## config.mk

```make
export PLATFORM = sky130hd
export DESIGN_NAME = stcb_walker
export DESIGN_NICKNAME = d
export VERILOG_FILES = /design/src/hdl/stcb_pkg.sv /design/src/hdl/stcb_walker.sv
export SDC_FILE = /design/constraint.sdc
export NUM_CORES = 1
export LEC_CHECK = 0
export ABC_AREA = 0
export ABC_CLOCK_PERIOD_IN_PS = 5290
export BUFFER_PORTS_ARGS = -buffer_cell sky130_fd_sc_hd__buf_2
export CAP_MARGIN = 20
export CELL_PAD_IN_SITES_DETAIL_PLACEMENT = 0
export CELL_PAD_IN_SITES_GLOBAL_PLACEMENT = 1
export CORE_MARGIN = 5
export CORE_UTILIZATION = 30
export CTS_BUF_LIST = sky130_fd_sc_hd__clkbuf_16
export DETAILED_ROUTE_END_ITERATION = 16
export GPL_ROUTABILITY_DRIVEN = 1
export PLACE_DENSITY_LB_ADDON = 0.1
export SLEW_MARGIN = 20
export SYNTH_ARGS = -nofsm -noshare
export SYNTH_HDL_FRONTEND = slang
export SYNTH_SLANG_ARGS = --single-unit
```

## constraint.sdc

```tcl
create_clock -name clk_i -period 5.29 [get_ports clk_i]
set_input_delay 0.529 -clock clk_i [delete_from_list [all_inputs] [get_ports clk_i]]
set_output_delay 0.529 -clock clk_i [all_outputs]
set_load 0.05 [all_outputs]
```

## src/hdl/stcb_pkg.sv

```systemverilog
package stcb_pkg;

  // Every coordinate field of a transaction is this wide.
  localparam int CoordBits = 10;

  // Default arena size.
  localparam int ArenaWidthDef  = 1024;
  localparam int ArenaHeightDef = 1024;

  // Bits per bitmap memory word; one word holds a run of cells of one row.
  localparam int WordBits = 32;

  // Walker accumulator: holds up to 2*|dx| + 2*|dy|.
  localparam int AccBits = CoordBits + 2;

  typedef logic [CoordBits-1:0] coord_t;

  typedef enum logic {
    OP_TRACE = 1'b0,
    OP_CLEAR = 1'b1
  } op_e;

  typedef enum logic [2:0] {
    S_IDLE,
    S_CLR,
    S_RD,
    S_WR,
    S_DONE
  } state_e;

  // Bitmap control from the sequencer.
  typedef struct packed {
    logic rd;         // read the word holding the current cell
    logic wr;         // write it back with the cell set
    logic clr_start;  // start a clearing sweep
  } bm_ctrl_t;

  // Walker control from the sequencer.
  typedef struct packed {
    logic load;  // take a new segment
    logic step;  // advance to the next cell
  } walk_ctrl_t;

endpackage

```

## src/hdl/stcb_walker.sv

```systemverilog
module stcb_walker
  import stcb_pkg::*;
(
  input  logic       clk_i,
  input  walk_ctrl_t ctrl_i,
  input  coord_t     sx_i,
  input  coord_t     sy_i,
  input  coord_t     ex_i,
  input  coord_t     ey_i,
  output coord_t     cx_o,
  output coord_t     cy_o,
  output logic       last_o
);

  coord_t               cx_q, cy_q, cnt_q;
  logic [AccBits-1:0]   acc_q;
  logic [CoordBits:0]   adx2_q, ady2_q;
  logic                 xup_q, yup_q, vert_q;

  logic                 xup, yup, vert;
  coord_t               adx, ady;
  logic [AccBits:0]     sub;
  logic                 ge;
  logic [AccBits-1:0]   acc_add;

  assign xup  = ex_i > sx_i;
  assign yup  = ey_i > sy_i;
  assign adx  = xup ? ex_i - sx_i : sx_i - ex_i;
  assign ady  = yup ? ey_i - sy_i : sy_i - ey_i;
  assign vert = (adx == '0);

  // Shared step unit: acc tracks 2*k*|dy| + |dx| - 2*|dx|*row_offset.
  // acc >= 2|dx| means the target row of this column is not reached yet.
  assign sub     = {1'b0, acc_q} - (AccBits + 1)'(adx2_q);
  assign ge      = ~sub[AccBits];
  assign acc_add = acc_q + AccBits'(ady2_q);

  assign cx_o   = cx_q;
  assign cy_o   = cy_q;
  assign last_o = (cnt_q == coord_t'(1)) && (vert_q || !ge);

  always_ff @(posedge clk_i) begin
    if (ctrl_i.load) begin
      xup_q  <= xup;
      yup_q  <= yup;
      vert_q <= vert;
      adx2_q <= {adx, 1'b0};
      ady2_q <= {ady, 1'b0};
      acc_q  <= AccBits'(adx) + AccBits'({ady, 1'b0});
      cnt_q  <= vert ? ady : adx;
      if (vert) begin
        cx_q <= sx_i;
        cy_q <= yup ? sy_i + coord_t'(1) : sy_i - coord_t'(1);
      end else begin
        cx_q <= xup ? sx_i + coord_t'(1) : sx_i - coord_t'(1);
        cy_q <= sy_i;
      end
    end else if (ctrl_i.step) begin
      if (vert_q) begin
        cy_q  <= yup_q ? cy_q + coord_t'(1) : cy_q - coord_t'(1);
        cnt_q <= cnt_q - coord_t'(1);
      end else if (ge) begin
        acc_q <= sub[AccBits-1:0];
        cy_q  <= yup_q ? cy_q + coord_t'(1) : cy_q - coord_t'(1);
      end else begin
        acc_q <= acc_add;
        cnt_q <= cnt_q - coord_t'(1);
        cx_q  <= xup_q ? cx_q + coord_t'(1) : cx_q - coord_t'(1);
      end
    end
  end

endmodule

```

======== After elaboration in Yosys (flattened, before gate mapping) ========
Index checks and enable logic that the tools add are counted.
cells by class
  $add $sub $neg .......................... 16
  magnitude comparators ................... 2
  equal/unequal tests ..................... 3
  mux-type cells .......................... 25
  reductions and logical operators ........ 10
operators with widths
  kind                     number
  $mux W10                 21
  $sub A10 B1 Y10 const B  5
  $mux W12                 4
  $add A10 B1 Y10 const B  4
  $sub A10 B10 Y10         4
  $gt A10 B10 Y1           2
  $sub A12 B11 Y13         1
  $add A10 B11 Y12         1
  $add A12 B11 Y12         1
  $eq A10 B1 Y1 const B    1
  $logic_not A10 Y1        1
  $reduce_and A2 Y1        3
  $reduce_bool A2 Y1       2
  $ne A3 B3 Y1 const B     1
  $reduce_and A3 Y1        1
  $reduce_bool A3 Y1       1
  $ne A2 B2 Y1 const B     1
  $logic_and A1 B1 Y1      1
  $logic_or A1 B1 Y1       1
storage, ports and cells
  register bits ........................... 65

======== Logic depth before layout (Yosys ltp) ========
Gate-level depths: netlist of the first run.
  depth after elaboration ................. 6
  depth in mapped cells ................... 22
  depth with buffers taken out ............ 22

======== Least setup slack after synthesis of the first run ========
No wires, ideal clock.
  kind .................................... input port to flip-flop
  start ................................... in ey_i[0]
  end ..................................... reg acc_q[11] (data pin)
  arrival ................................. 4.244 ns
  setup slack ............................. 0.779 ns
  cell stages on the path ................. 21
  cell sequence ........................... inv_1 > ha_1 > inv_1 > fa_1 > a21oi_1 > o31ai_1 > a2111oi_0 > or3_1 > o21ai_1 > buf_4 > mux2_2 > fa_1 > a21o_1 > a21oi_1 > o21bai_1 > a21oi_1 > o21bai_1 > a21oi_1 > nor2b_1 > o21ai_0 > o22ai_1
on the way
  longest elaborated chain between the ends .. 4
  elaborated cells between the ends (all ways) .. 6
  classes of those cells .................. add/sub (3); order compare (1); mux (2)
RTL lines
  what                  RTL line           text
  from (decl)           stcb_walker.sv:9   input coord_t ey_i,
  $gt A10 B10 Y1        stcb_walker.sv:27  assign yup = ey_i > sy_i;
  named net yup         stcb_walker.sv:20  logic xup, yup, vert;
  $mux W10              stcb_walker.sv:29  assign ady = yup ? ey_i - sy_i : sy_i - ey_i;
  named net ady[1]      stcb_walker.sv:21  coord_t adx, ady;
  $add A10 B11 Y12      stcb_walker.sv:49  acc_q <= AccBits'(adx) + AccBits'({ady, 1'b0});
  $mux W12              stcb_walker.sv:43  if (ctrl_i.load) begin
  to (signal assigned)  stcb_walker.sv:49
  to (signal assigned)  stcb_walker.sv:63  acc_q <= sub[AccBits-1:0];
  to (decl)             stcb_walker.sv:16  logic [AccBits-1:0] acc_q;
The timed path passes the listed nets, and every way through them passes these cells.
A chain may end at the register's enable or synchronous reset.

======== Worst setup path in the final report of the first run ========
  start ................................... in sy_i[4]
  end ..................................... reg acc_q[11] (data pin)
on the way
  longest elaborated chain between the ends .. 4
  elaborated cells between the ends (all ways) .. 6
  classes of those cells .................. add/sub (3); order compare (1); mux (2)
RTL lines
  what              RTL line           text
  from (decl)       stcb_walker.sv:7   input coord_t sy_i,
  $gt A10 B10 Y1    stcb_walker.sv:27
  $mux W10          stcb_walker.sv:29
  named net ady[1]  stcb_walker.sv:21
  $add A10 B11 Y12  stcb_walker.sv:49
  $mux W12          stcb_walker.sv:43
The timed path passes the listed nets, and every way through them passes these cells.

==> reports/results.tsv, run 1 <==
stage	metric	value	unit
clock_network	CTS Hold Buffers Added	0	
place	PortBufs	63	
global_routing	Total GRT Usage	15.89	%
yosys	largest cells by area after synthesis	edfxtp_1 (26%), ha_1 (17%), xnor2_1 (6.6%), inv_1 (4.7%), a21oi_1 (4.3%)	
place	DP Area	8003	sq um
global_routing	first-pass GRT wire length	35340	um
sta	worst-margin pin slew	0.8926	ns
yosys	area leader, netlist	edfxtp_1	
sta	final hold vios	0	
clock_network	Root Buffer	clkbuf_16	
die	die area	27520	sq um
job	number of maximum-capacitance violations	0	
clock_network	Post-CTS Resized	0	
yosys	Gate Count Post-Synth	813	
sta	RSZ-0062 raised after global routing	false	
clock_network	# H-tree levels	3	
min_path	Hold/Removal Path Class	in2reg	
yosys	Cell variety after synth	69	
clock_network	Clock Path Buffers	2	
die	die height	165.9	um
critical_path	Max FO, Critical Path	7	
clock_network	post-CTS setup buffers	0	
critical_path	largest stage delay on the critical path	0.45	ns
global_routing	antenna violations before repair	0	
finish	multi-input gate area in the final layout	4856	sq um
critical_path	Critical Path RT	5.35	ns
critical_path	most frequent cell on the critical path	a21oi_1	
detailed_routing	via count	6140	
sta	final setup TNS	0	ns
finish	cell area after layout	8267	sq um
detailed_routing	TritonRoute pass-1 iters	4	
pwr	Max VDD drop	0.2264	mV
clock_network	Clock Latency Late Sink	0.34	ns
yosys	most common cell in the netlist	ha_1	
outcome	status	completed	
detailed_routing	wire per inst	18.26	um
detailed_routing	DRT Wirelength	22060	um
finish	diode count	0	
finish	number of nets in the layout	1034	
yosys	post-synthesis sequential area ratio	26.36	%
die	Starting Density	30.25	%
yosys	cell area after synthesis	7292	sq um
clock_network	Clock Sinks	64	
detailed_routing	first-iteration detailed-routing DRC count	300	
finish	share of cells above drive strength 1	13.46	%
sta	Period minus WS final	4.732	ns
finish	fillers	2562	
global_routing	largest net degree at the start of global routing	79	
yosys	syn_nets	968	
yosys	EDFF count, synth	64	
yosys	Async SR Flop Fraction	0	%
sta	Slew HR	40.49	%
pwr	P_leak	3.647	nW
critical_path	crit-path cells	buf_2, inv_1, ha_1, inv_1, o31ai_1, a2111oi_0, or3_1, o21ai_1, buf_4, mux2_2, fa_1, a21o_1, a21oi_1, o21bai_1, a21oi_1, o21bai_1, a21oi_1, nor2b_1, o21ai_0, o22ai_1	
sta	Achievable Freq	0.2113	GHz
critical_path	CP max-delay cell	fa_1	
critical_path	WP buf/inv	4	
place	DP HPWL	17620	um
critical_path	crit path capture type	flop	
detailed_routing	drt drc	0	
yosys	share of Yosys cell area claimed by the top area cell type	26.36	%
yosys	Synth Flop Type	edfxtp_1	
global_routing	grt ovf	0	
sta	Slew Viols, Final	0	
critical_path	CP Launch Type	primary input	
die	die width	165.9	um
yosys	commonest cells in the netlist	ha_1 (101), inv_1 (92), edfxtp_1 (64)	
sta	final setup violation count	0	
sta	final worst path period share	89.46	%
yosys	syn_area_per_cell	8.969	sq um
critical_path	Worst path top cell family by delay	compound AO/OA/AOI/OAI gates	
place	Placer Congestion	0.8491	
sta	clock skew	0.01277	ns
finish	P&R area growth vs syn	13.37	%
die	num rows	57	
global_routing	number of global-route vias before repair	6388	
critical_path	Critical Path AT	4.80	ns
detailed_routing	post-route ant nets	0	
pwr	PD cells	455.9	nW/um^2
critical_path	Setup CP Type	in2reg	
clock_network	CTS tree	yes	
detailed_routing	DR vias/cell	5.083	
clock_network	Reg clk slew, reported paths	0.05	ns
clock_network	TritonCTS Buffers	9	
finish	Storage cell area	1922	sq um
yosys	Yosys warning count	0	
die	IO Pins	64	
die	Core Area	24110	sq um
yosys	Synth Register Bits	64	
[kinds of logic (layout without fill, tap and decap cells)]
group | count (synthesis) | after routing | synth area share [%]
AND/OR/NAND/NOR | 193 | 193 | 13.19
adder cells (fa/ha/maj) | 112 | 112 | 20.35
multiplexers | 15 | 15 | 2.299
buffers and inverters | 121 | 192 | 7.052
flip-flops | 64 | 64 | 26.36
AO/OA/AOI/OAI | 233 | 233 | 21.64
XOR/XNOR | 75 | 75 | 9.111
[final timing paths]
path | to | cells after the start | slack (ns) | from
setup / recovery | acc_q[11]$_DFFE_PP_ | 20 | 0.56 | sy_i[4]
hold / removal | ady2_q[10]$_DFFE_PP_ | 1 | 0.57 | ctrl_i[1]
setup reg to reg | cy_o[5]$_DFFE_PP_ | 11 | 1.90 | acc_q[2]$_DFFE_PP_
hold reg to reg | acc_q[11]$_DFFE_PP_ | 2 | 0.66 | acc_q[11]$_DFFE_PP_
[placed cells by master (no fill, tap or decap), types with 9 or more instances in the layout]
master	Yosys	final
ha_1	101	101
inv_1	92	92
edfxtp_1	64	64
buf_2	5	63
a21oi_1	62	62
nand2_1	59	59
xnor2_1	55	55
nor2_1	41	41
o21ai_0	32	32
a21o_1	30	30
buf_4	5	20
xor2_1	19	19
nor3_1	16	16
nand4_1	15	15
o21bai_1	15	15
a211oi_1	13	13
a31oi_1	12	12
nand3_1	11	11
fa_1	11	11
o21a_1	10	10
nor2b_1	10	10
mux2i_1	10	10
or3_1	9	9
clkbuf_16	0	9
[per-stage QoR]
step	setup slack, ns	power [mW]	util (%)	std cells	hold WS (ns)
finish	0.5576	3.769	34.29	1208	0.5667
global route	0.1042	4.101	34.29	1208	0.5679
CTS	0.5303	3.807	34.29	1208	0.5630
detailed placement	0.1937	3.245	33.20	1192	0.6387
global placement	0.3012	3.237	33.20	1192	0.6406
floorplan	0.7788	2.653	-	813	0.5905
[metal layers]
| layer | track usage (%) | vias to the layer above | wire, um |
|---|---|---|---|
| met5 | 0 | - | 0 |
| met4 | 3.874 | 0 | 340 |
| met3 | 1.738 | 24 | 529 |
| met2 | 26.92 | 102 | 10520 |
| met1 | 21.78 | 2920 | 10670 |
| li1 | - | 3094 | - |
[worst reg2reg max path: cells and delay by family (launching register included)]
kind	cells	cell delay [ns]
compound gates	4	1.24
fa+ha+maj	1	0.29
buf+inv	1	0.25
flops	1	0.41
simple gates	5	0.83
[area by class of cell]
class | instances | area share [%]
timing repair buffer | 83 | 5.630
sequential | 64 | 23.25
clock buffer | 9 | 2.724
inverter | 93 | 4.283
tap | 324 | 4.904
clock inverter | 7 | 0.4692
multi-input combinational | 628 | 58.74
[state kept, by name, summed over array words and instances, names as in the netlist, 10 cells and up]
name	flops
cy_o	10
ady2_q	10
cx_o	10
adx2_q	10
acc_q	11
cnt_q	10
[report_power, final]
group	internal (mW)	total (mW)	switching, mW
Clock	0.312	0.541	0.229
Sequential	0.790	0.898	0.107
Combinational	0.940	2.33	1.39
Total	2.04	3.77	1.73
(Power assumes the default switching activity.)
==> run 2, diff against run 1 <==
--- a/config.mk
+++ b/config.mk
@@ -11,12 +11,14 @@
 export CAP_MARGIN = 20
 export CELL_PAD_IN_SITES_DETAIL_PLACEMENT = 0
 export CELL_PAD_IN_SITES_GLOBAL_PLACEMENT = 1
+export CORE_ASPECT_RATIO = 1.5
 export CORE_MARGIN = 5
 export CORE_UTILIZATION = 30
 export CTS_BUF_LIST = sky130_fd_sc_hd__clkbuf_16
 export DETAILED_ROUTE_END_ITERATION = 16
 export GPL_ROUTABILITY_DRIVEN = 1
 export PLACE_DENSITY_LB_ADDON = 0.1
+export RECOVER_POWER = 50
 export SLEW_MARGIN = 20
 export SYNTH_ARGS = -nofsm -noshare
 export SYNTH_HDL_FRONTEND = slang
==> run 2 against run 1 <==
The flow now finishes with violations (capacitance limit, slew limit). Critical path depth grew 1. Maximum frequency shrank 3.2%. Combinational power is essentially flat. Via count grew 1.2%. Flip-flop and latch count is the same. Clock skew is essentially flat. Hold slack gained 0.031 ns. Critical endpoint is now cy_o[9]$_DFFE_PP_.
==> reports/results.tsv, run 2 (synthesized netlist as in run 1, its figures left out) <==
stage	metric	value	unit
outcome	status	finished, violations left	
outcome	failing checks	capacitance limit, slew limit	
finish	max reg flops	11	
job	number of maximum-capacitance violations	1	
critical_path	reg2reg path depth	11	
place	Placer Congestion	0.8433	
clock_network	# H-tree levels	3	
sta	clock skew	0.01322	ns
sta	Achievable Freq	0.2046	GHz
clock_network	post-CTS setup buffers	0	
sta	RSZ-0062 raised after global routing	false	
detailed_routing	TritonRoute pass-1 iters	5	
sta	final worst path period share	92.40	%
clock_network	Clock Latency Late Sink	0.34	ns
sta	Slew Viols, Final	55	
place	Setup WS pre-CTS	0.1109	ns
detailed_routing	via count	6212	
detailed_routing	post-route ant nets	0	
die	Core Area	24170	sq um
finish	multi-input gate area in the final layout	4846	sq um
detailed_routing	DRT Wirelength	22510	um
finish	Storage cell area	1922	sq um
clock_network	Root Buffer	clkbuf_16	
place	PortBufs	63	
sta	final hold vios	0	
critical_path	Max FO, Critical Path	8	
pwr	P_leak	3.623	nW
die	num rows	70	
die	die width	137.3	um
detailed_routing	drt drc	0	
clock_network	Reg clk slew, reported paths	0.06	ns
global_routing	first-pass GRT wire length	35820	um
min_path	Hold Path Stages	2	
finish	commonest non-fill, non-tap cell in the layout	ha_1	
global_routing	number of global-route vias before repair	6513	
global_routing	Total GRT Usage	16.66	%
detailed_routing	DR vias/cell	5.130	
place	DP Area	8025	sq um
clock_network	Clock Sinks	64	
clock_network	Post-CTS Resized	0	
pwr	PD cells	472.7	nW/um^2
finish	commonest cells after routing, fill and taps aside	ha_1 (101), inv_1 (92), edfxtp_1 (64), a21oi_1 (62), nand2_1 (60)	
sta	Final WS setup	0.4020	ns
critical_path	CP Launch Type	primary input	
finish	number of nets in the layout	1037	
detailed_routing	wire per inst	18.59	um
min_path	Hold/Removal Path Class	in2reg	
global_routing	largest net degree at the start of global routing	55	
clock_network	CTS tree	yes	
critical_path	crit path capture type	flop	
finish	share of cells above drive strength 1	10.48	%
pwr	Max VDD drop	0.2441	mV
critical_path	Critical Path RT	5.37	ns
finish	diode count	0	
place	DP HPWL	18250	um
sta	final setup TNS	0	ns
detailed_routing	first-iteration detailed-routing DRC count	290	
die	IO Pins	64	
finish	P&R area growth vs syn	14.12	%
sta	worst-margin pin slew	2.662	ns
global_routing	antenna violations before repair	0	
critical_path	Critical Path AT	4.97	ns
sta	final setup violation count	0	
critical_path	Setup CP Type	in2reg	
die	Starting Density	30.17	%
finish	Reg with most FFs	acc_q	
die	die height	200.9	um
global_routing	grt ovf	0	
die	die area	27590	sq um
pwr	overall power	3.934	mW
finish	fillers	2597	
clock_network	CTS Hold Buffers Added	0	
clock_network	Clock Path Buffers	2	
finish	final core utilization	34.43	%
finish	cell area after layout	8322	sq um
sta	Slew HR	-77.46	%
sta	Period minus WS final	4.888	ns
clock_network	TritonCTS Buffers	9	
-- run 2: cell count changes in the layout (fill, tap and decap cells not counted), sizes merged --
cell	before	now
bufinv	0	3
clkinvlp	2	1
buf	83	60
clkbuf	9	35
inv	93	96
clkinv	5	0
-- run 2: area by class of cell --
cell class	instances	share of cell area [%]
clock buffer	9	2.706
timing repair buffer	86	5.323
inverter	93	4.255
sequential	64	23.09
tap	324	4.871
multi-input combinational	628	58.23
clock inverter	7	1.519
-- run 2: final timing paths --
check	start	end	slack, ns
max	ey_i[0]	cy_o[9]$_DFFE_PP_	0.40
min	sx_i[6]	cx_o[6]$_DFFE_PP_	0.60
max reg2reg	acc_q[2]$_DFFE_PP_	cy_o[7]$_DFFE_PP_	1.83
min reg2reg	acc_q[11]$_DFFE_PP_	acc_q[11]$_DFFE_PP_	0.65
-- run 2: through the flow --
step | hold slack [ns] | instances
3_5_place_dp | 0.6335 | 1195
3_3_place_gp | 0.6341 | 1195
6_report | 0.5976 | 1211
4_1_cts | 0.5978 | 1211
5_1_grt | 0.6117 | 1211
2_1_floorplan | 0.5905 | 813
-- run 2: worst max-delay path, cell delays in order --
cell and delay, ns:
buf_2 0.10, inv_1 0.04, ha_1 0.20, inv_1 0.10
fa_1 0.20, a21oi_1 0.09, o31ai_1 0.28, a2111oi_0 0.15
or3_1 0.42, o21ai_1 0.42, inv_1 0.27, ha_1 0.33
a21o_1 0.18, a21oi_1 0.20, o21ai_0 0.16, o41ai_1 0.47
o21ai_0 0.22, xnor2_1 0.24, nand3_1 0.10, nor3_1 0.17
nor4_1 0.09
-- run 2: metal layers --
layer / track usage (%) / share of wire, % / vias up
met3: 2.131 / 2.5 / 13
met5: 0 / 0 / -
met4: 3.245 / 0.99 / 0
li1: - / - / 3096
met2: 30.82 / 54 / 108
met1: 20.38 / 43 / 2995
-- run 2: power breakdown --
group          internal (mW)  switching (mW)
Combinational          0.921            1.40
Sequential             0.790           0.105
Clock                  0.467           0.254
Total                   2.18            1.76
==> run 3, diff against run 2 <==
--- a/config.mk
+++ b/config.mk
@@ -12,7 +12,7 @@
 export CELL_PAD_IN_SITES_DETAIL_PLACEMENT = 0
 export CELL_PAD_IN_SITES_GLOBAL_PLACEMENT = 1
 export CORE_ASPECT_RATIO = 1.5
-export CORE_MARGIN = 5
+export CORE_MARGIN = 2
 export CORE_UTILIZATION = 30
 export CTS_BUF_LIST = sky130_fd_sc_hd__clkbuf_16
 export DETAILED_ROUTE_END_ITERATION = 16
==> constraint.sdc (replaced) <==
create_clock -name clk_i -period 5.29 [get_ports clk_i]
set_input_delay 1.058 -clock clk_i [delete_from_list [all_inputs] [get_ports clk_i]]
set_output_delay 1.058 -clock clk_i [all_outputs]
set_load 0.05 [all_outputs]
==> run 3 against run 2 <==
The flow still finishes with violations (capacitance limit, slew limit). Cell area grew 3.3%. Sequential power hardly changed. Clock-buffer cell count is the same. Critical path type unchanged. Clock skew decreased by 0.0028 ns. Non-clock buffer count is 34 higher. Hold slack better by 0.065 ns. Clock power decreased by 7.1%. Register-to-register slack lost 0.07 ns. Critical endpoint is now acc_q[11]$_DFFE_PP_. Via count increased by 2.4%.
==> reports/results.tsv, run 3 (synthesized netlist as in run 1, its figures left out) <==
stage	metric	value	unit
outcome	status	finished, violations left	
outcome	failing checks	capacitance limit, slew limit	
detailed_routing	first-iteration detailed-routing DRC count	317	
critical_path	CP max-delay cell	fa_1	
finish	diode count	0	
sta	Achievable Freq	0.2038	GHz
die	IO Pins	64	
clock_network	# H-tree levels	3	
critical_path	RR Startpoint	acc_q[2]$_DFFE_PP_	
clock_network	CTS Hold Buffers Added	0	
detailed_routing	DRT Wirelength	22280	um
global_routing	Total GRT Usage	17.56	%
critical_path	Setup crit start	ey_i[0]	
critical_path	largest stage delay on the critical path	0.43	ns
finish	final core utilization	36.08	%
clock_network	Clock Sinks	64	
die	num rows	69	
pwr	PD cells	464.4	nW/um^2
sta	worst-margin pin slew	1.851	ns
detailed_routing	via count	6361	
sta	final setup violation count	0	
sta	Slew Viols, Final	37	
min_path	Hold/Removal Path Class	reg2reg	
job	number of maximum-capacitance violations	1	
sta	clock skew	0.01039	ns
sta	RSZ-0062 raised after global routing	false	
die	die width	131.3	um
global_routing	antenna violations before repair	0	
place	Placer Congestion	0.8584	
critical_path	crit-path cells	buf_2, inv_1, ha_1, inv_1, fa_1, a21oi_1, o31ai_2, a2111oi_0, or3_1, o21ai_4, mux2_2, fa_1, a21o_1, a21oi_1, o21bai_1, a21oi_1, o21bai_1, a21oi_1, nor2b_1, o21ai_0, o22ai_1	
detailed_routing	post-route ant nets	0	
place	PortBufs	63	
finish	commonest non-fill, non-tap cell in the layout	ha_1	
die	die height	194.9	um
detailed_routing	DR vias/cell	5.130	
critical_path	most frequent cell on the critical path	a21oi_1	
finish	P&R area growth vs syn	17.91	%
finish	number of nets in the layout	1071	
die	die area	25600	sq um
clock_network	CTS tree	yes	
place	Setup WS pre-CTS	-0.1796	ns
finish	cell area after layout	8598	sq um
clock_network	Root Buffer	clkbuf_16	
place	DP HPWL	18200	um
clock_network	TritonCTS Buffers	9	
pwr	overall power	3.993	mW
sta	final worst path period share	92.74	%
detailed_routing	drt drc	0	
finish	commonest cells after routing, fill and taps aside	ha_1 (101), inv_1 (92), edfxtp_1 (64), a21oi_1 (62), nand2_1 (59)	
critical_path	crit path capture type	flop	
pwr	P_leak	3.796	nW
critical_path	Max FO, Critical Path	4	
clock_network	Clock Path Buffers	2	
die	Starting Density	30.60	%
detailed_routing	wire per inst	17.97	um
sta	Final WS setup	0.3843	ns
pwr	Max VDD drop	0.3829	mV
sta	Period minus WS final	4.906	ns
clock_network	Reg clk slew, reported paths	0.05	ns
global_routing	number of global-route vias before repair	6503	
critical_path	Critical Path AT	4.98	ns
sta	final setup TNS	0	ns
global_routing	largest net degree at the start of global routing	54	
min_path	Hold Crit Start	acc_q[11]$_DFFE_PP_	
finish	Reg with most FFs	acc_q	
critical_path	Setup CP Type	in2reg	
sta	Slew HR	-23.41	%
place	Post-Place Cells	1224	
finish	share of cells above drive strength 1	14.66	%
global_routing	first-pass GRT wire length	35270	um
critical_path	CP Launch Type	primary input	
die	Core Area	23830	sq um
finish	Non-Filler Instances	1240	
sta	final hold vios	0	
critical_path	Critical Path RT	5.36	ns
place	DP Area	8287	sq um
finish	max reg flops	11	
sta	Hold WS	0.6623	ns
global_routing	grt ovf	0	
clock_network	Clock Latency Late Sink	0.35	ns
detailed_routing	TritonRoute pass-1 iters	5	
-- run 3: report_power, final --
part | switching [mW] | internal (mW) | leakage, nW
Combinational | 1.44 | 0.995 | 3.00
Clock | 0.252 | 0.418 | 0.161
Sequential | 0.103 | 0.789 | 0.635
Total | 1.79 | 2.20 | 3.80
-- run 3: repair_timing --
action,in CTS,in global routing
gates resized for setup,0,3
endpoints found under the hold margin,0,0
setup endpoints to repair,0,5
setup buffers,0,0
-- run 3: worst max-delay path, delay by kind of cell --
| family | cells | cell delay, ns |
|---|---|---|
| multiplexers | 1 | 0.36 |
| buffers and inverters | 3 | 0.21 |
| adder cells (fa/ha/maj) | 3 | 1.00 |
| AO/OA/AOI/OAI | 12 | 2.06 |
| AND/OR/NAND/NOR | 2 | 0.29 |
-- run 3: cell type report --
| class | instances | area, sq um |
|---|---|---|
| Timing Repair Buffer | 120 | 721.9 |
| Tap cell | 319 | 399.1 |
| Multi-Input combinational cell | 628 | 4872 |
| Clock inverter | 7 | 103.9 |
| Inverter | 93 | 354.1 |
| Clock buffer | 9 | 225.2 |
| Fill cell | 2528 | 15230 |
| Sequential cell | 64 | 1922 |
-- run 3: worst paths after layout --
check                                           end  slack [ns]  cells past startpoint
worst max-delay path            acc_q[11]$_DFFE_PP_        0.38                     21
worst min-delay path            acc_q[11]$_DFFE_PP_        0.66                      2
worst max register to register    cy_o[2]$_DFFE_PP_        1.76                     11
worst min register to register  acc_q[11]$_DFFE_PP_        0.66                      2
-- run 3: layer usage --
layer	global-route usage, %	part of all wire, %
met4	7.609	3.7
met1	20.36	42
met5	0	0
met2	32.18	52
met3	2.295	2.6
